`config.mk`:
```
export PLATFORM = sky130hd
export DESIGN_NAME = uart_fifo_xon_xoff_flow
export DESIGN_NICKNAME = d
export VERILOG_FILES = /design/src/uxf_pkg.sv /design/src/uxf_ram.sv /design/src/uxf_ring_buf.sv /design/src/uxf_ctrl.sv /design/src/uart_fifo_xon_xoff_flow.sv
export SDC_FILE = /design/constraint.sdc
export NUM_CORES = 1
export LEC_CHECK = 0
export ABC_AREA = 1
export BUFFER_PORTS_ARGS = -buffer_cell sky130_fd_sc_hd__buf_2
export CAP_MARGIN = 20
export CORE_AREA = 2 2 156 158
export CTS_BUF_LIST = sky130_fd_sc_hd__clkbuf_8
export CTS_CLUSTER_SIZE = 24
export DETAILED_ROUTE_END_ITERATION = 12
export DIE_AREA = 0 0 158 160
export GPL_ROUTABILITY_DRIVEN = 1
export PLACE_DENSITY = 0.81
export SYNTH_ARGS = -nofsm -noshare
export SYNTH_HDL_FRONTEND = slang
export SYNTH_SLANG_ARGS = --single-unit
```
`constraint.sdc`:
```
create_clock -name clk -period 3.6 [get_ports clk]
set_input_delay 0.72 -clock clk [delete_from_list [all_inputs] [get_ports clk]]
set_output_delay 0.72 -clock clk [all_outputs]
set_load 0.01 [all_outputs]
```
`src/uxf_pkg.sv`:
```
// ----------------------------------------------------------------------------
// uxf_pkg
// Types and constants shared by the serial FIFO block with XON/XOFF flow
// control: event codes, flow phases, transfer payloads and control bytes.
// ----------------------------------------------------------------------------
`default_nettype none

package uxf_pkg;

    localparam int RING_DEPTH_DEF = 16;
    localparam int LVL_W          = 5;

    localparam logic [LVL_W-1:0] XOFF_LEVEL_RST = LVL_W'(8);

    localparam logic [7:0] CH_XON   = 8'h11;
    localparam logic [7:0] CH_XOFF  = 8'h13;
    localparam logic [7:0] CH_RAW   = 8'h0E;
    localparam logic [7:0] CH_COOK  = 8'h0F;
    localparam logic [7:0] CH_ABORT = 8'h03;

    typedef enum logic [1:0] {
        CMD_LINE_RX = 2'd0,
        CMD_TX_DONE = 2'd1,
        CMD_HOST_RD = 2'd2,
        CMD_HOST_WR = 2'd3
    } command_t;

    typedef enum logic [1:0] {
        FLOW_CLEAR  = 2'd0,
        FLOW_RUN    = 2'd1,
        FLOW_FILLED = 2'd2,
        FLOW_STOP   = 2'd3
    } flow_t;

    typedef struct packed {
        command_t   command;
        logic [7:0] data_byte;
    } uxf_in_t;

    typedef struct packed {
        logic       line_valid;
        logic [7:0] line_byte;
        logic       host_valid;
        logic [7:0] host_byte;
        logic       read_empty;
        logic       write_rejected;
        logic       rx_dropped;
        logic       abort_seen;
        logic       raw_flag;
        logic       send_paused;
        flow_t      flow_phase;
    } uxf_out_t;

endpackage

`default_nettype wire

```
`src/uxf_ram.sv`:
```
// ----------------------------------------------------------------------------
// uxf_ram
// Generic single-write, single-read RAM with registered read data.
// ----------------------------------------------------------------------------
`default_nettype none

module uxf_ram #(
    parameter int WIDTH = 8,
    parameter int DEPTH = 16
) (
    input  wire logic                     clk,
    input  wire logic                     wr_en,
    input  wire logic [$clog2(DEPTH)-1:0] wr_addr,
    input  wire logic [WIDTH-1:0]         wr_data,
    input  wire logic [$clog2(DEPTH)-1:0] rd_addr,
    output logic      [WIDTH-1:0]         rd_data
);

    logic [WIDTH-1:0] mem [DEPTH];

    always_ff @(posedge clk)
    begin
        if (wr_en)
        begin
            mem[wr_addr] <= wr_data;
        end
        rd_data <= mem[rd_addr];
    end

endmodule

`default_nettype wire

```
`src/uxf_ring_buf.sv`:
```
// ----------------------------------------------------------------------------
// uxf_ring_buf
// Ring FIFO storage: RAM plus a forwarding path so that a read of the entry
// written in the same cycle returns the new data.
// ----------------------------------------------------------------------------
`default_nettype none

module uxf_ring_buf #(
    parameter int DEPTH = 16
) (
    input  wire logic                     clk,
    input  wire logic                     rst_n,
    input  wire logic                     wr_en,
    input  wire logic [$clog2(DEPTH)-1:0] wr_addr,
    input  wire logic [7:0]               wr_data,
    input  wire logic [$clog2(DEPTH)-1:0] rd_addr,
    output logic      [7:0]               rd_data
);

    logic       byp_hit_reg;
    logic [7:0] byp_data_reg;
    logic [7:0] ram_q;

    uxf_ram #(
        .WIDTH (8),
        .DEPTH (DEPTH)
    ) u_ram (
        .clk     (clk),
        .wr_en   (wr_en),
        .wr_addr (wr_addr),
        .wr_data (wr_data),
        .rd_addr (rd_addr),
        .rd_data (ram_q)
    );

    always_ff @(posedge clk or negedge rst_n)
    begin
        if (!rst_n)
        begin
            byp_hit_reg <= 1'b0;
        end
        else
        begin
            byp_hit_reg <= wr_en && (wr_addr == rd_addr);
        end
    end

    always_ff @(posedge clk)
    begin
        byp_data_reg <= wr_data;
    end

    assign rd_data = byp_hit_reg ? byp_data_reg : ram_q;

endmodule

`default_nettype wire

```
`src/uxf_ctrl.sv`:
```
// ----------------------------------------------------------------------------
// uxf_ctrl
// Event handling: FIFO pointers, flow phase, pause and raw flags, and the
// send decision for one registered event per cycle.
// ----------------------------------------------------------------------------
`default_nettype none

module uxf_ctrl
    import uxf_pkg::*;
#(
    parameter int DEPTH = RING_DEPTH_DEF
) (
    input  wire logic                     clk,
    input  wire logic                     rst_n,
    input  wire logic                     in_valid,
    input  wire uxf_in_t                  item,
    input  wire logic [LVL_W-1:0]         xoff_level,
    input  wire logic [7:0]               rx_rd_data,
    input  wire logic [7:0]               tx_rd_data,
    output logic                          rx_wr_en,
    output logic      [$clog2(DEPTH)-1:0] rx_wr_addr,
    output logic      [$clog2(DEPTH)-1:0] rx_rd_addr,
    output logic                          tx_wr_en,
    output logic      [$clog2(DEPTH)-1:0] tx_wr_addr,
    output logic      [$clog2(DEPTH)-1:0] tx_rd_addr,
    output uxf_out_t                      result_next
);

    localparam int ADDR_W = $clog2(DEPTH);
    localparam int FILL_W = $clog2(DEPTH + 1);
    localparam int SUM_W  = ADDR_W + 1;
    localparam int CMP_W  = (FILL_W > LVL_W) ? FILL_W : LVL_W;

    localparam logic [FILL_W-1:0] FILL_FULL = FILL_W'(DEPTH);

    logic [ADDR_W-1:0] rx_head_reg, rx_head_next;
    logic [FILL_W-1:0] rx_fill_reg, rx_fill_next;
    logic [ADDR_W-1:0] tx_head_reg, tx_head_next;
    logic [FILL_W-1:0] tx_fill_reg, tx_fill_next;
    flow_t             flow_reg, flow_next;
    logic              paused_reg, paused_next;
    logic              raw_reg, raw_next;
    logic              tx_busy_reg, tx_busy_next;

    logic              send_try;
    logic              queue;
    logic [7:0]        tx_pop_data;
    uxf_out_t          res;

    function automatic logic [ADDR_W-1:0] idx_inc(input logic [ADDR_W-1:0] idx);
        logic [ADDR_W-1:0] r;
        if (idx == ADDR_W'(DEPTH - 1))
        begin
            r = '0;
        end
        else
        begin
            r = ADDR_W'(idx + 1'b1);
        end
        return r;
    endfunction

    function automatic logic [ADDR_W-1:0] idx_add(input logic [ADDR_W-1:0] head,
                                                 input logic [FILL_W-1:0] fill);
        logic [SUM_W-1:0] s;
        s = SUM_W'(head) + SUM_W'(fill);
        if (s >= SUM_W'(DEPTH))
        begin
            s = SUM_W'(s - SUM_W'(DEPTH));
        end
        return s[ADDR_W-1:0];
    endfunction

    function automatic flow_t flow_adv(input flow_t f);
        flow_t r;
        unique case (f)
            FLOW_CLEAR:  r = FLOW_RUN;
            FLOW_RUN:    r = FLOW_FILLED;
            FLOW_FILLED: r = FLOW_STOP;
            FLOW_STOP:   r = FLOW_CLEAR;
            default:     r = FLOW_CLEAR;
        endcase
        return r;
    endfunction

    assign rx_wr_addr = idx_add(rx_head_reg, rx_fill_reg);
    assign tx_wr_addr = idx_add(tx_head_reg, tx_fill_reg);
    assign rx_rd_addr = rx_head_next;
    assign tx_rd_addr = tx_head_next;

    always_comb
    begin
        rx_head_next = rx_head_reg;
        rx_fill_next = rx_fill_reg;
        tx_head_next = tx_head_reg;
        tx_fill_next = tx_fill_reg;
        flow_next    = flow_reg;
        paused_next  = paused_reg;
        raw_next     = raw_reg;
        tx_busy_next = tx_busy_reg;
        rx_wr_en     = 1'b0;
        tx_wr_en     = 1'b0;
        send_try     = 1'b0;
        queue        = 1'b0;
        tx_pop_data  = tx_rd_data;
        res          = '0;

        if (in_valid)
        begin
            unique case (item.command)
                CMD_LINE_RX:
                begin
                    queue = 1'b1;
                    if (item.data_byte == CH_ABORT)
                    begin
                        res.abort_seen = 1'b1;
                    end
                    else if (item.data_byte == CH_RAW)
                    begin
                        raw_next = 1'b1;
                        queue    = 1'b0;
                    end
                    else if (item.data_byte == CH_COOK)
                    begin
                        raw_next = 1'b0;
                        queue    = 1'b0;
                    end
                    else if (item.data_byte == CH_XOFF)
                    begin
                        paused_next = 1'b1;
                        queue       = 1'b0;
                    end
                    else if (item.data_byte == CH_XON)
                    begin
                        paused_next = 1'b0;
                        send_try    = 1'b1;
                        queue       = 1'b0;
                    end
                    if (queue)
                    begin
                        if (rx_fill_reg < FILL_FULL)
                        begin
                            rx_wr_en     = 1'b1;
                            rx_fill_next = FILL_W'(rx_fill_reg + 1'b1);
                        end
                        else
                        begin
                            res.rx_dropped = 1'b1;
                        end
                        if ((flow_reg == FLOW_RUN) &&
                            (CMP_W'(rx_fill_next) >= CMP_W'(xoff_level)))
                        begin
                            flow_next = FLOW_FILLED;
                            send_try  = 1'b1;
                        end
                    end
                end
                CMD_TX_DONE:
                begin
                    tx_busy_next = 1'b0;
                    send_try     = 1'b1;
                    if ((flow_reg == FLOW_STOP) && (rx_fill_reg == '0))
                    begin
                        flow_next = FLOW_CLEAR;
                    end
                end
                CMD_HOST_RD:
                begin
                    if (rx_fill_reg != '0)
                    begin
                        res.host_valid = 1'b1;
                        res.host_byte  = rx_rd_data;
                        rx_head_next   = idx_inc(rx_head_reg);
                        rx_fill_next   = FILL_W'(rx_fill_reg - 1'b1);
                        if ((flow_reg == FLOW_STOP) && (rx_fill_next == '0))
                        begin
                            flow_next = FLOW_CLEAR;
                            send_try  = 1'b1;
                        end
                    end
                    else
                    begin
                        res.read_empty = 1'b1;
                    end
                end
                CMD_HOST_WR:
                begin
                    if (tx_fill_reg < FILL_FULL)
                    begin
                        tx_wr_en     = 1'b1;
                        tx_fill_next = FILL_W'(tx_fill_reg + 1'b1);
                        send_try     = 1'b1;
                        if (tx_fill_reg == '0)
                        begin
                            tx_pop_data = item.data_byte;
                        end
                    end
                    else
                    begin
                        res.write_rejected = 1'b1;
                    end
                end
                default:
                begin
                    res = '0;
                end
            endcase

            if (send_try && !tx_busy_next && !paused_next)
            begin
                if ((flow_next == FLOW_CLEAR) || (flow_next == FLOW_FILLED))
                begin
                    flow_next      = flow_adv(flow_next);
                    res.line_valid = 1'b1;
                    res.line_byte  = (flow_next == FLOW_RUN) ? CH_XON : CH_XOFF;
                    tx_busy_next   = 1'b1;
                end
                else if (tx_fill_next != '0)
                begin
                    res.line_valid = 1'b1;
                    res.line_byte  = tx_pop_data;
                    tx_head_next   = idx_inc(tx_head_reg);
                    tx_fill_next   = FILL_W'(tx_fill_next - 1'b1);
                    tx_busy_next   = 1'b1;
                end
            end
        end

        res.raw_flag    = raw_next;
        res.send_paused = paused_next;
        res.flow_phase  = flow_next;
        result_next     = res;
    end

    always_ff @(posedge clk or negedge rst_n)
    begin
        if (!rst_n)
        begin
            rx_head_reg <= '0;
            rx_fill_reg <= '0;
            tx_head_reg <= '0;
            tx_fill_reg <= '0;
            flow_reg    <= FLOW_CLEAR;
            paused_reg  <= 1'b0;
            raw_reg     <= 1'b0;
            tx_busy_reg <= 1'b0;
        end
        else
        begin
            rx_head_reg <= rx_head_next;
            rx_fill_reg <= rx_fill_next;
            tx_head_reg <= tx_head_next;
            tx_fill_reg <= tx_fill_next;
            flow_reg    <= flow_next;
            paused_reg  <= paused_next;
            raw_reg     <= raw_next;
            tx_busy_reg <= tx_busy_next;
        end
    end

`ifndef SYNTHESIS
    a_fill_bound: assert property (@(posedge clk) disable iff (!rst_n)
        (rx_fill_reg <= FILL_FULL) && (tx_fill_reg <= FILL_FULL))
        else $error("ring fill count beyond depth");

    a_send_idle: assert property (@(posedge clk) disable iff (!rst_n)
        (in_valid && result_next.line_valid && (item.command != CMD_TX_DONE))
            |-> !tx_busy_reg)
        else $error("transfer to transmitter while it is busy");

    a_send_busy: assert property (@(posedge clk) disable iff (!rst_n)
        (in_valid && result_next.line_valid) |=> tx_busy_reg)
        else $error("transmitter not marked busy after a send");

    a_pop_count: assert property (@(posedge clk) disable iff (!rst_n)
        (in_valid && result_next.host_valid) |=>
            (rx_fill_reg == FILL_W'($past(rx_fill_reg) - 1'b1)))
        else $error("host read did not drop receive fill by one");

    a_idle_hold: assert property (@(posedge clk) disable iff (!rst_n)
        !in_valid |=> ($stable(rx_fill_reg) && $stable(tx_fill_reg) && $stable(flow_reg)))
        else $error("state changed without an event");
`endif

endmodule

`default_nettype wire

```
`src/uart_fifo_xon_xoff_flow.sv`:
```
// Start is captured in the input register, then done and the result in the
// done and result registers; both are taken at the edge ending the done cycle.
// Throughput: one event per cycle; busy is low in every cycle but the first
// after reset, and the receiver takes each result in its single done cycle.
// Reset: both rings empty, flow phase clear (XON goes out at the first send),
// not paused, raw mode off, transmitter idle, XOFF level 8.
// ----------------------------------------------------------------------------
// uart_fifo_xon_xoff_flow
// Receive and transmit ring FIFOs with XON/XOFF software flow control:
// input register, event logic with ring storage, result register.
// ----------------------------------------------------------------------------
`default_nettype none

module uart_fifo_xon_xoff_flow
    import uxf_pkg::*;
#(
    parameter int RING_DEPTH = RING_DEPTH_DEF
) (
    input  wire logic             clk,
    input  wire logic             rst_n,
    input  wire logic             start,
    output logic                  busy,
    input  wire uxf_in_t          item,
    output logic                  done,
    output uxf_out_t              result,
    input  wire logic             cfg_we,
    input  wire logic [LVL_W-1:0] cfg_data
);

    localparam int ADDR_W = $clog2(RING_DEPTH);

    logic             busy_reg;
    logic             in_valid_reg;
    uxf_in_t          in_item_reg;
    logic             done_reg;
    uxf_out_t         result_reg;
    uxf_out_t         result_next;
    logic [LVL_W-1:0] xoff_level_reg;

    logic              rx_wr_en, tx_wr_en;
    logic [ADDR_W-1:0] rx_wr_addr, rx_rd_addr, tx_wr_addr, tx_rd_addr;
    logic [7:0]        rx_rd_data, tx_rd_data;

    always_ff @(posedge clk or negedge rst_n)
    begin
        if (!rst_n)
        begin
            busy_reg       <= 1'b1;
            in_valid_reg   <= 1'b0;
            done_reg       <= 1'b0;
            xoff_level_reg <= XOFF_LEVEL_RST;
        end
        else
        begin
            busy_reg     <= 1'b0;
            in_valid_reg <= start && !busy_reg;
            done_reg     <= in_valid_reg;
            if (cfg_we)
            begin
                xoff_level_reg <= cfg_data;
            end
        end
    end

    always_ff @(posedge clk)
    begin
        if (start && !busy_reg)
        begin
            in_item_reg <= item;
        end
        result_reg <= result_next;
    end

    uxf_ring_buf #(
        .DEPTH (RING_DEPTH)
    ) u_rx_ring (
        .clk     (clk),
        .rst_n   (rst_n),
        .wr_en   (rx_wr_en),
        .wr_addr (rx_wr_addr),
        .wr_data (in_item_reg.data_byte),
        .rd_addr (rx_rd_addr),
        .rd_data (rx_rd_data)
    );

    uxf_ring_buf #(
        .DEPTH (RING_DEPTH)
    ) u_tx_ring (
        .clk     (clk),
        .rst_n   (rst_n),
        .wr_en   (tx_wr_en),
        .wr_addr (tx_wr_addr),
        .wr_data (in_item_reg.data_byte),
        .rd_addr (tx_rd_addr),
        .rd_data (tx_rd_data)
    );

    uxf_ctrl #(
        .DEPTH (RING_DEPTH)
    ) u_ctrl (
        .clk         (clk),
        .rst_n       (rst_n),
        .in_valid    (in_valid_reg),
        .item        (in_item_reg),
        .xoff_level  (xoff_level_reg),
        .rx_rd_data  (rx_rd_data),
        .tx_rd_data  (tx_rd_data),
        .rx_wr_en    (rx_wr_en),
        .rx_wr_addr  (rx_wr_addr),
        .rx_rd_addr  (rx_rd_addr),
        .tx_wr_en    (tx_wr_en),
        .tx_wr_addr  (tx_wr_addr),
        .tx_rd_addr  (tx_rd_addr),
        .result_next (result_next)
    );

    assign busy   = busy_reg;
    assign done   = done_reg;
    assign result = result_reg;

endmodule

`default_nettype wire
```
Word level (Yosys, flattened, before mapping):

Memories as Yosys holds them, arrays and structs flattened. A register that Yosys moved wholly into a read port is not among the register bits.
Index checks and enable logic that the tools add are counted.

* memories: 2
* latch bits: 0
* memory bits (writable): 256
* bits in read-only memories: 0
* bits in registers: 77
* bits of input ports: 19

Memories
* u_rx_ring.u_ram.mem: words 16, bits a word 8, rd ports 1, clocked after memory_dff 1, wr ports 1, RTL line uxf_ram.sv:19 `logic [WIDTH-1:0] mem [DEPTH];`
* u_tx_ring.u_ram.mem: words 16, bits a word 8, rd ports 1, clocked after memory_dff 1, wr ports 1, RTL line uxf_ram.sv:19

* shift operators: 0
* eq/ne operators: 20
* add/subtract/negate cells: 10
* muxes and demuxes: 98
* bitwise gates (word level): 0
* reductions and logical operators: 27
* multiply operators: 0
* $lt $le $gt $ge: 5
* divide/modulo/power cells: 0

Operator list (number)
* $mux W5: 12
* $mux W1: 50
* $mux W4: 11
* $mux W8: 5
* $mux W9: 3
* $mux W2: 13
* $eq A8 B4 Y1 const B: 2
* $eq A8 B5 Y1 const B: 2
* $logic_not A5 Y1: 3
* $add A4 B5 Y5: 2
* $add A5 B1 Y5 const B: 2
* $eq A2 B2 Y1 const B: 5
* $ge A5 B5 Y1 const B: 2
* $lt A5 B5 Y1 const B: 2
* $pmux W5 S2: 1
* $reduce_bool A5 Y1: 2
* $sub A5 B1 Y5 const B: 2
* $add A4 B1 Y4 const B: 2
* $eq A2 B1 Y1 const B: 4
* $eq A4 B4 Y1: 2
* $eq A4 B4 Y1 const B: 2
* $eq A8 B2 Y1 const B: 1
* $logic_and A1 B1 Y1: 8
* $pmux W2 S4: 1
* other kinds (13): 21

Longest topological paths before layout:

Gate-level depths: netlist of run 1.

* depth after elaboration: 25
* depth in mapped cells: 25
* mapped depth without buffers: 23

Modules after synthesis:

Synthesis of run 1 repeated with hierarchy kept, for this count alone.

* cells, all modules: 1640
* area total of the unflattened synthesis: 15962.8 um^2

Modules (own cells, without submodules)
* uxf_ram: sequential area each 4003.8 um^2, area an instance 5766.8 um^2, cells an instance 551, times used 2
* uxf_ctrl: sequential area each 575.6 um^2, area an instance 2528.7 um^2, cells an instance 399, times used 1
* uart_fifo_xon_xoff_flow: sequential area each 1023.5 um^2, area an instance 1094.8 um^2, cells an instance 63, times used 1
* uxf_ring_buf: sequential area each 185.2 um^2, area an instance 402.9 um^2, cells an instance 38, times used 2

Worst setup path before layout of run 1:

OpenSTA, ideal clock, no wires.

* kind: flip-flop to flip-flop
* start: register u_ctrl.rx_fill_reg[0]
* end: register u_tx_ring.u_ram.rd_data[5] (read register of u_tx_ring.u_ram.mem)
* path slack: 0.511 ns
* arrival: 2.975 ns
* required time: 3.486 ns
* setup time: 0.114 ns
* clock period less this slack: 3.089 ns
* buffers on the path: 1
* stages on the path, launching flop included: 21
* cell sequence: dfrtp_1 -> inv_1 -> ha_1 -> nand2_1 -> o21ai_0 -> ha_1 -> nand3_1 -> nor2_1 -> nor2_1 -> nor2_1 -> nand2_1 -> nand3_1 -> nand3_2 -> nor2_8 -> nand2_4 -> xor2_4 -> inv_2 -> buf_2 -> nand3_1 -> nand3_1 -> nand2_1

* word-level cells in the longest chain between the ends: 16
* elaborated cells between the ends (all ways): 35
* classes of those cells: add/sub: 2; order compare: 2; eq/ne: 1; mux: 20; reduce/logical: 10

Ends and longest elaborated chain
* start: declaration: RTL line uxf_ctrl.sv:37 `logic [FILL_W-1:0] rx_fill_reg, rx_fill_next;`
* start signal: assignment: RTL line uxf_ctrl.sv:251 `rx_fill_reg <= rx_fill_next;`
* $add A5 B1 Y5 or $lt A5 B5 Y1 (tied branches): RTL line uxf_ctrl.sv:144, uxf_ctrl.sv:141
* $mux W5: RTL line uxf_ctrl.sv:141 `if (rx_fill_reg < FILL_FULL)`
* $mux W5: RTL line uxf_ctrl.sv:139 `if (queue)`
* $mux W5: RTL line uxf_ctrl.sv:110 `unique case (item.command)`
* $mux W5: RTL line uxf_ctrl.sv:108 `if (in_valid)`
* $ge A5 B5 Y1: RTL line uxf_ctrl.sv:151 `(CMP_W'(rx_fill_next) >= CMP_W'(xoff_level)))`
* $logic_and A1 B1 Y1: RTL line uxf_ctrl.sv:150 `if ((flow_reg == FLOW_RUN) &&`
* $mux W2: RTL line uxf_ctrl.sv:150
* $mux W2: RTL line uxf_ctrl.sv:139
* $pmux W2 S3: RTL line uxf_ctrl.sv:110
* $mux W2: RTL line uxf_ctrl.sv:108
* $eq A2 B2 Y1 or $logic_not A2 Y1 (tied branches): RTL line uxf_ctrl.sv:211 `if ((flow_next == FLOW_CLEAR) || (flow_next == FLOW_FILLED))`
* $logic_or A1 B1 Y1: RTL line uxf_ctrl.sv:211
* $mux W4: RTL line uxf_ctrl.sv:211
* $mux W4 *: RTL line uxf_ctrl.sv:209 `if (send_try && !tx_busy_next && !paused_next)`
* $mux W4 *: RTL line uxf_ctrl.sv:108
* end: declaration: RTL line uxf_ram.sv:16 `output logic [WIDTH-1:0] rd_data`

Every way passes the cells marked *; elsewhere a longest branch is shown, timed or not. The select of a mux whose other input is x is not followed.
A chain may end at the register's enable or synchronous reset.

Final worst setup path of run 1:

* start: register u_ctrl.rx_fill_reg[0]
* end: register u_rx_ring.u_ram.rd_data[6] (read register of u_rx_ring.u_ram.mem)

* word-level cells in the longest chain between the ends: 4

Ends and longest elaborated chain
* $reduce_bool A5 Y1: RTL line uxf_ctrl.sv:169 `if (rx_fill_reg != '0)`
* $mux W4: RTL line uxf_ctrl.sv:169
* $mux W4: RTL line uxf_ctrl.sv:110
* $mux W4: RTL line uxf_ctrl.sv:108
* end: declaration: RTL line uxf_ram.sv:16

No other way between the ends.

==> metrics.md, run 1 <==
| Metric | Value |
|---|---|
| DR vias | `10.8k` |
| PwrDens | `691 mW/mm^2` |
| Initial core utilization | `62.7%` |
| Placed insts | `1761` |
| Setup_tns | `0 ps` |
| Post-Route WL | `35.7 mm` |
| 1st-pass router iterations | `8` |
| Crit Reg-Reg Startpoint | `u_ctrl.rx_fill_reg[0]` |
| Synth warn | `0` |
| Distinct cells, synth | `47` |
| Largest net degree at the start of global routing | `67` |
| R2r endpoint | `u_rx_ring.u_ram.rd_data[6]` |
| Die X | `158 microns` |
| Skew-Pair Late Insertion Delay | `600 ps` |
| Worst-case reg-to-reg path depth | `12` |
| Worst-margin pin slew | `875 ps` |
| GP Congestion | `0.901` |
| Post-Synth Adder-Cell Area | `1.86%` |
| Most frequent cells in the layout | `edfxtp_1, nand2_1, inv_1` |
| Flop pwr share | `41.9%` |
| CP Capture Type | `register` |
| Clock Skew | `39.1 ps` |
| Overflow after GRT | `0` |
| Most common cell after layout, fill and taps aside | `edfxtp_1` |
| Nets | `1540` |
| Pre-CTS setup slack | `28.8 ps` |
| Worst Setup Slack, final | `186 ps` |
| Top_reg_cell synth | `edfxtp_1` |
| Core area | `0.0238 sq mm` |
| F_max | `293 MHz` |
| # IOs | `47` |
| Slew Limit Fails | `0` |
| DIE AREA | `0.0253 sq mm` |
| Slew HR | `41.7%` |
| Max H-tree Level | `2` |
| Final worst path period need | `3410 ps` |
| Detail Route Antenna Nets | `0` |
| Mux cell area share after synthesis | `0.0754%` |
| Vias per std cell | `5.81` |
| Req. time, crit path | `4080 ps` |
| CTS buffer count | `53` |
| Die height | `160 microns` |
| Power share of the clock group | `27.0%` |
| Seq/Total Area, Yosys | `65.8%` |
| Crit-path max FO | `17` |
| Max cap viols | `0` |
| Estimated wirelength of the detail-placed design | `22.0 mm` |
| Clk slew on worst S/H paths | `70 ps` |
| Routed WL per cell | `19.1 microns` |
| Async set or reset register ratio after synthesis | `9.46%` |
| Proportion of power drawn by combinational gates | `31.1%` |
| I/O Buffers | `46` |
| Simple logic cell fraction of the synthesized area | `17.1%` |
| Worst Setup Path Type | `reg2reg` |
| R2r setup slk | `190 ps` |
| Status | `completed` |
| Maximum VDD drop | `0.000375 V` |
| Final hold violation count | `0` |
| Initial antenna violation count | `0` |
| CP arrival | `3890 ps` |
| Final period utilization | `94.8%` |
| Syn Area/Cell | `10.6 sq um` |
| First-pass GRT wire length | `55.2 mm` |
| CP max-delay cell | `clkinvlp_4` |
| Final setup viols | `0` |
| TritonCTS clock tree | `yes` |
| Share of layout cells above drive strength 1 | `12.5%` |
| Largest family of logic cells by synthesized area | `simple AND/OR/NAND/NOR gates` |
| Post-synthesis register bit count | `349` |
| Area growth syn-to-layout | `12.5%` |
| Startpoint types | `register` |
| Antenna diodes | `0` |
| Gr usage total | `28.4%` |
| CP Cell Sequence | `inv_1 -> ha_1 -> nand3_2 -> nand2_1 -> inv_1 -> or2_2 -> o21ai_1 -> clkinvlp_4 -> o21ai_0 -> o221ai_1 -> nand3_1 -> nand2_1` |
| Leak | `7.00 nW` |
| DR iter-0 viols | `1309` |
| Mapped cell area | `0.0149 sq mm` |
| Complex-gate fraction of the synthesized area | `7.20%` |
| Int Power | `0.00738 W` |
| Clock buffer depth | `3` |
| Non-Filler Instances | `1866` |
| Hold Slack | `239 ps` |
| # clock sinks | `349` |
| Storage cell area | `0.00982 sq mm` |
| Vias in the first global route | `10.4k` |
| Sw Ratio | `36.3%` |
| Cells after synthesis | `1409` |
| Area of the multi-input gates | `0.00413 sq mm` |
| DR DRC count | `0` |
| CTS root buf | `clkbuf_8` |
| Hold WC Path Type | `in2async` |
| FP Rows | `57` |
| Number of flops mapped to enable cells by yosys | `266` |
| Fillers | `1623` |
| Unrepaired setup endpoints after global routing | `no` |
| Psw | `0.00422 W` |
| Post-Synth XOR/XNOR Area | `1.12%` |
| Net Count, Synth | `1449` |
| Biggest cell delay along the critical path | `510 ps` |
-- synthesized netlist by cell type, drive strengths merged, types with 2 or more instances --
cell | instances | area [sq um]
fa | 2 | 40.0
nor3 | 3 | 15.0
nand2 | 261 | 1010
nor2 | 142 | 557
o21ai | 108 | 574
buf | 28 | 170
a311oi | 5 | 43.8
xnor2 | 4 | 35.0
dfxtp | 50 | 1000
nand4 | 6 | 37.5
ha | 19 | 238
o221ai | 32 | 280
clkbuf | 23 | 86.3
edfxtp | 266 | 7990
or2 | 3 | 18.8
dfstp | 2 | 52.6
xor2 | 13 | 133
o211ai | 4 | 35.0
nand3 | 176 | 908
inv | 202 | 758
a21oi | 20 | 104
dfrtp | 31 | 776
o22ai | 2 | 12.5
-- final cells by class --
cell class | instances | area share (%)
clock buffer | 61 | 5.00
clock inverter | 36 | 1.17
inverter | 203 | 4.57
multi-input combinational | 806 | 24.6
sequential | 349 | 58.5
tap | 324 | 2.41
timing repair buffer | 86 | 3.78
timing repair inverter | 1 | 0.0447
-- critical path: cells and delay by family (launching register included) --
kind	cells	cell delay, ps
flops	1	450
buf+inv	3	800
compound gates	3	670
simple gates	5	1110
fa+ha+maj	1	270
-- what timing repair did --
action / in CTS / in global routing
hold buffers: 0 / 0
hold endpoints to repair: 0 / 0
endpoints found under the setup margin: 0 / 17
resized for setup: 0 / 16
buffers inserted: 0 / 6
-- through the flow --
stage,util (%),cell area [sq um],power [W]
3_3_place_gp,65.6,15600,0.00819
3_5_place_dp,65.6,15600,0.00831
6_report,70.5,16800,0.0116
5_1_grt,70.5,16800,0.0122
4_1_cts,69.9,16700,0.0114
2_1_floorplan,-,14900,0.00730
-- per-layer routing --
layer	vias to the layer above	GRT usage, %	share of wire (%)
li1	4957	-	-
met5	-	0	0
met2	664	43.0	45
met1	5098	40.5	40
met3	118	6.21	11
met4	0	11.3	4.1
-- kinds of logic (layout without fill, tap and decap cells) --
logic type               after synthesis  in the layout
flip-flops                           349            349
XOR/XNOR                              17             17
multiplexers                           1              1
buffers and inverters                254            387
other                                  1              1
AND/OR/NAND/NOR                      592            592
adder cells (fa/ha/maj)               21             21
AO/OA/AOI/OAI                        174            174
-- how the worst max path moves through the flow --
| stage | endpoint | start | slack [ps] | cells past startpoint |
|---|---|---|---|---|
| 2_1_floorplan | u_tx_ring.u_ram.rd_data[5] | u_ctrl.rx_fill_reg[0] | 510 | 20 |
| 3_3_place_gp | u_tx_ring.u_ram.rd_data[5] | u_ctrl.rx_fill_reg[0] | 110 | 21 |
| 3_5_place_dp | u_tx_ring.u_ram.rd_data[5] | u_ctrl.rx_fill_reg[0] | 30 | 21 |
| 4_1_cts | u_tx_ring.u_ram.rd_data[7] | u_ctrl.rx_fill_reg[0] | 5 | 21 |
| 5_1_grt | u_tx_ring.u_ram.rd_data[4] | u_ctrl.rx_fill_reg[1] | 2 | 24 |
| 6_report | u_rx_ring.u_ram.rd_data[6] | u_ctrl.rx_fill_reg[0] | 190 | 12 |
-- power groups by stage --
stage | clock [W] | sequential [W] | combinational [W]
finish | 0.00314 | 0.00486 | 0.00361
global route | 0.00335 | 0.00488 | 0.00396
CTS | 0.00317 | 0.00485 | 0.00342
detailed placement | 0 | 0.00493 | 0.00338
global placement | 0 | 0.00492 | 0.00328
floorplan | 0 | 0.00486 | 0.00244
(Power assumes the default switching activity.)
==> run 2: changes to the inputs <==
==> constraint.sdc (replaced) <==
create_clock -name clk -period 3.6 [get_ports clk]
set_input_delay 0.18 -clock clk [delete_from_list [all_inputs] [get_ports clk]]
set_output_delay 0.18 -clock clk [all_outputs]
set_load 0.01 [all_outputs]
==> run 2 against run 1 <==
Net effect:
- final area rose by 1.5%
- worst setup slack got worse by 14 ps
- power rose by 0.32%
- sequential power barely moved
- register-to-register slack barely moved
- non-clock buffer count rose by 25
- count of clock-buffer cells in the layout did not move
- routed wire length rose by 1.5%
- largest cell class unchanged
- largest power group unchanged
- highest routed layer unchanged
==> metrics.md, run 2 (synthesized netlist as in run 1, its figures left out) <==
| Metric | Value |
|---|---|
| Non-Filler Instances | `1892 (+1.4%)` |
| Final hold violation count | `0 (unchanged)` |
| Area growth syn-to-layout | `14.2%` |
| DR iter-0 viols | `1303 (-0.46%)` |
| Most common cell after layout, fill and taps aside | `edfxtp_1` |
| Pre-CTS setup slack | `28.8 ps (unchanged)` |
| CP delay by family, top | `simple AND/OR/NAND/NOR gates` |
| Initial antenna violation count | `0 (unchanged)` |
| I/O Buffers | `46 (unchanged)` |
| Initial core utilization | `62.7% (unchanged)` |
| Crit-path max FO | `17 (unchanged)` |
| Skew-Pair Late Insertion Delay | `610 ps (about the same)` |
| Clock Skew | `46.9 ps (+7.73 ps)` |
| Final worst path period need | `3430 ps (+13.8 ps)` |
| Startpoint types | `register` |
| Most frequent cells in the layout | `edfxtp_1, nand2_1, inv_1` |
| Share of layout cells above drive strength 1 | `12.3% (-0.20 points)` |
| DR DRC count | `0 (unchanged)` |
| DIE AREA | `0.0253 sq mm (unchanged)` |
| CP Capture Type | `register` |
| Unrepaired setup endpoints after global routing | `no` |
| Routed WL per cell | `19.1 microns (about the same)` |
| Gr usage total | `28.8% (+0.35 points)` |
| CP Cell Sequence | `inv_1 -> ha_1 -> nand3_2 -> nand2_1 -> inv_1 -> or2_2 -> o21ai_1 -> clkinvlp_4 -> o21ai_0 -> o221ai_1 -> nand3_1 -> nand2_1` |
| Worst Setup Path Type | `reg2reg` |
| Worst path depth | `12 (unchanged)` |
| Max cap viols | `0 (unchanged)` |
| Die X | `158 microns (unchanged)` |
| # IOs | `47 (unchanged)` |
| Nets | `1565 (+1.6%)` |
| Post-Route WL | `36.2 mm (+1.5%)` |
| CP arrival | `3910 ps (+20 ps)` |
| Slew Limit Fails | `0 (unchanged)` |
| Req. time, crit path | `4090 ps (about the same)` |
| Placed insts | `1761 (unchanged)` |
| First-pass GRT wire length | `55.9 mm (+1.2%)` |
| Core area | `0.0238 sq mm (unchanged)` |
| GP Congestion | `0.901 (unchanged)` |
| CTS buffer count | `53 (unchanged)` |
| Worst-case reg-to-reg path depth | `12 (unchanged)` |
| CP max-delay cell | `clkinvlp_4` |
| Leak | `7.10 nW (+1.4%)` |
| Slew HR | `42.7% (+1.0 points)` |
| F_max | `292 MHz (-0.40%)` |
| Biggest cell delay along the critical path | `520 ps (about the same)` |
| Setup_tns | `0 ps (unchanged)` |
| Worst Setup Slack, final | `172 ps (-13.8 ps)` |
| Final setup viols | `0 (unchanged)` |
| Maximum VDD drop | `0.000376 V (+0.37%)` |
| CTS root buf | `clkbuf_8` |
| Status | `completed` |
| DR vias | `10.9k (+0.86%)` |
| Detail Route Antenna Nets | `0 (unchanged)` |
| Vias per std cell | `5.78 (-0.53%)` |
| TritonCTS clock tree | `yes` |
| Max H-tree Level | `2 (unchanged)` |
| Largest net degree at the start of global routing | `67 (unchanged)` |
| Hold WC Path Type | `in2reg` |
| FP Rows | `57 (unchanged)` |
| 1st-pass router iterations | `6 (-2)` |
| Clock buffer depth | `3 (unchanged)` |
| Worst-margin pin slew | `859 ps (-15.4 ps)` |
| Clk slew on worst S/H paths | `70 ps (about the same)` |
| PwrDens | `683 mW/mm^2 (-1.2%)` |
| Final period utilization | `95.2% (+0.38 points)` |
| Vias in the first global route | `10.5k (+1.7%)` |
| Worst Hold Path Cells | `3` |
| Estimated wirelength of the detail-placed design | `22.0 mm (unchanged)` |
| Fillers | `1586 (-2.3%)` |
| Overflow after GRT | `0 (unchanged)` |
| # clock sinks | `349 (unchanged)` |
| Die height | `160 microns (unchanged)` |
| Critical path buffer and inverter count | `3 (unchanged)` |
[run 2: worst min-delay path, delay by kind of cell]
kind                   cells  cell delay [ps]
buffers and inverters      2              140
AND/OR/NAND/NOR            1              170
[run 2: routing by layer]
layer  wire (microns)  GRT usage [%]  vias up  share of wire [%]
li1                 -              -     5006                  -
met2            16500           43.7      658                 46
met1            14200           40.3     5143                 39
met5                0              0        -                  0
met3             3950           7.00      123                 11
met4             1570           11.8        0                4.3
[run 2: final cells by class]
cell class              count  area, sq um  share of cell area [%]
clock buffers              61          840                    4.92
repair inverters            1         7.51                  0.0440
flip-flops and latches    349         9820                    57.6
well taps                 324          405                    2.38
multi-input cells         806         4130                    24.2
repair buffers            111          885                    5.19
clock inverters            36          196                    1.15
inverters                 203          768                    4.51
diodes                      1         2.50                  0.0147
[run 2: worst paths after layout]
| path | start | end | slack [ps] |
|---|---|---|---|
| max | u_ctrl.rx_fill_reg[0] | u_rx_ring.u_ram.rd_data[6] | 170 |
| min | start | in_valid_reg | 20 |
| max reg2reg | u_ctrl.rx_fill_reg[0] | u_rx_ring.u_ram.rd_data[6] | 170 |
| min reg2reg | u_rx_ring.u_ram.rd_data[4] | result[12] | 460 |
| max in group asynchronous | rst_n | u_ctrl.rx_fill_reg[1] | 2770 |
| min in group asynchronous | rst_n | u_ctrl.rx_head_reg[2] | 230 |
[run 2: per-stage QoR]
stage / total power (W) / hold slack [ps] / utilization, % / instance area, sq um
2_1_floorplan: 0.00730 / -116 / - / 14900
3_3_place_gp: 0.00819 / 321 / 65.6 / 15600
3_5_place_dp: 0.00831 / 323 / 65.6 / 15600
4_1_cts: 0.0115 / 11.9 / 71.0 / 16900
5_1_grt: 0.0122 / 72.4 / 71.6 / 17000
6_report: 0.0116 / 19.1 / 71.6 / 17100
[run 2: where the power goes]
part / total [W] / internal, W / switching, W / leakage [nW]
clock network: 0.00314 / 0.00163 / 0.00151 / 0.602
logic: 0.00364 / 0.00116 / 0.00249 / 3.28
registers: 0.00486 / 0.00462 / 0.000236 / 3.22
total: 0.0116 / 0.00740 / 0.00423 / 7.10
[run 2: repair_timing]
item	4_1_cts	5_1_grt
hold endpoints to repair	46	0
setup endpoints to repair	0	17
resized for setup	0	16
hold buffers	25	0
setup buffers	0	6
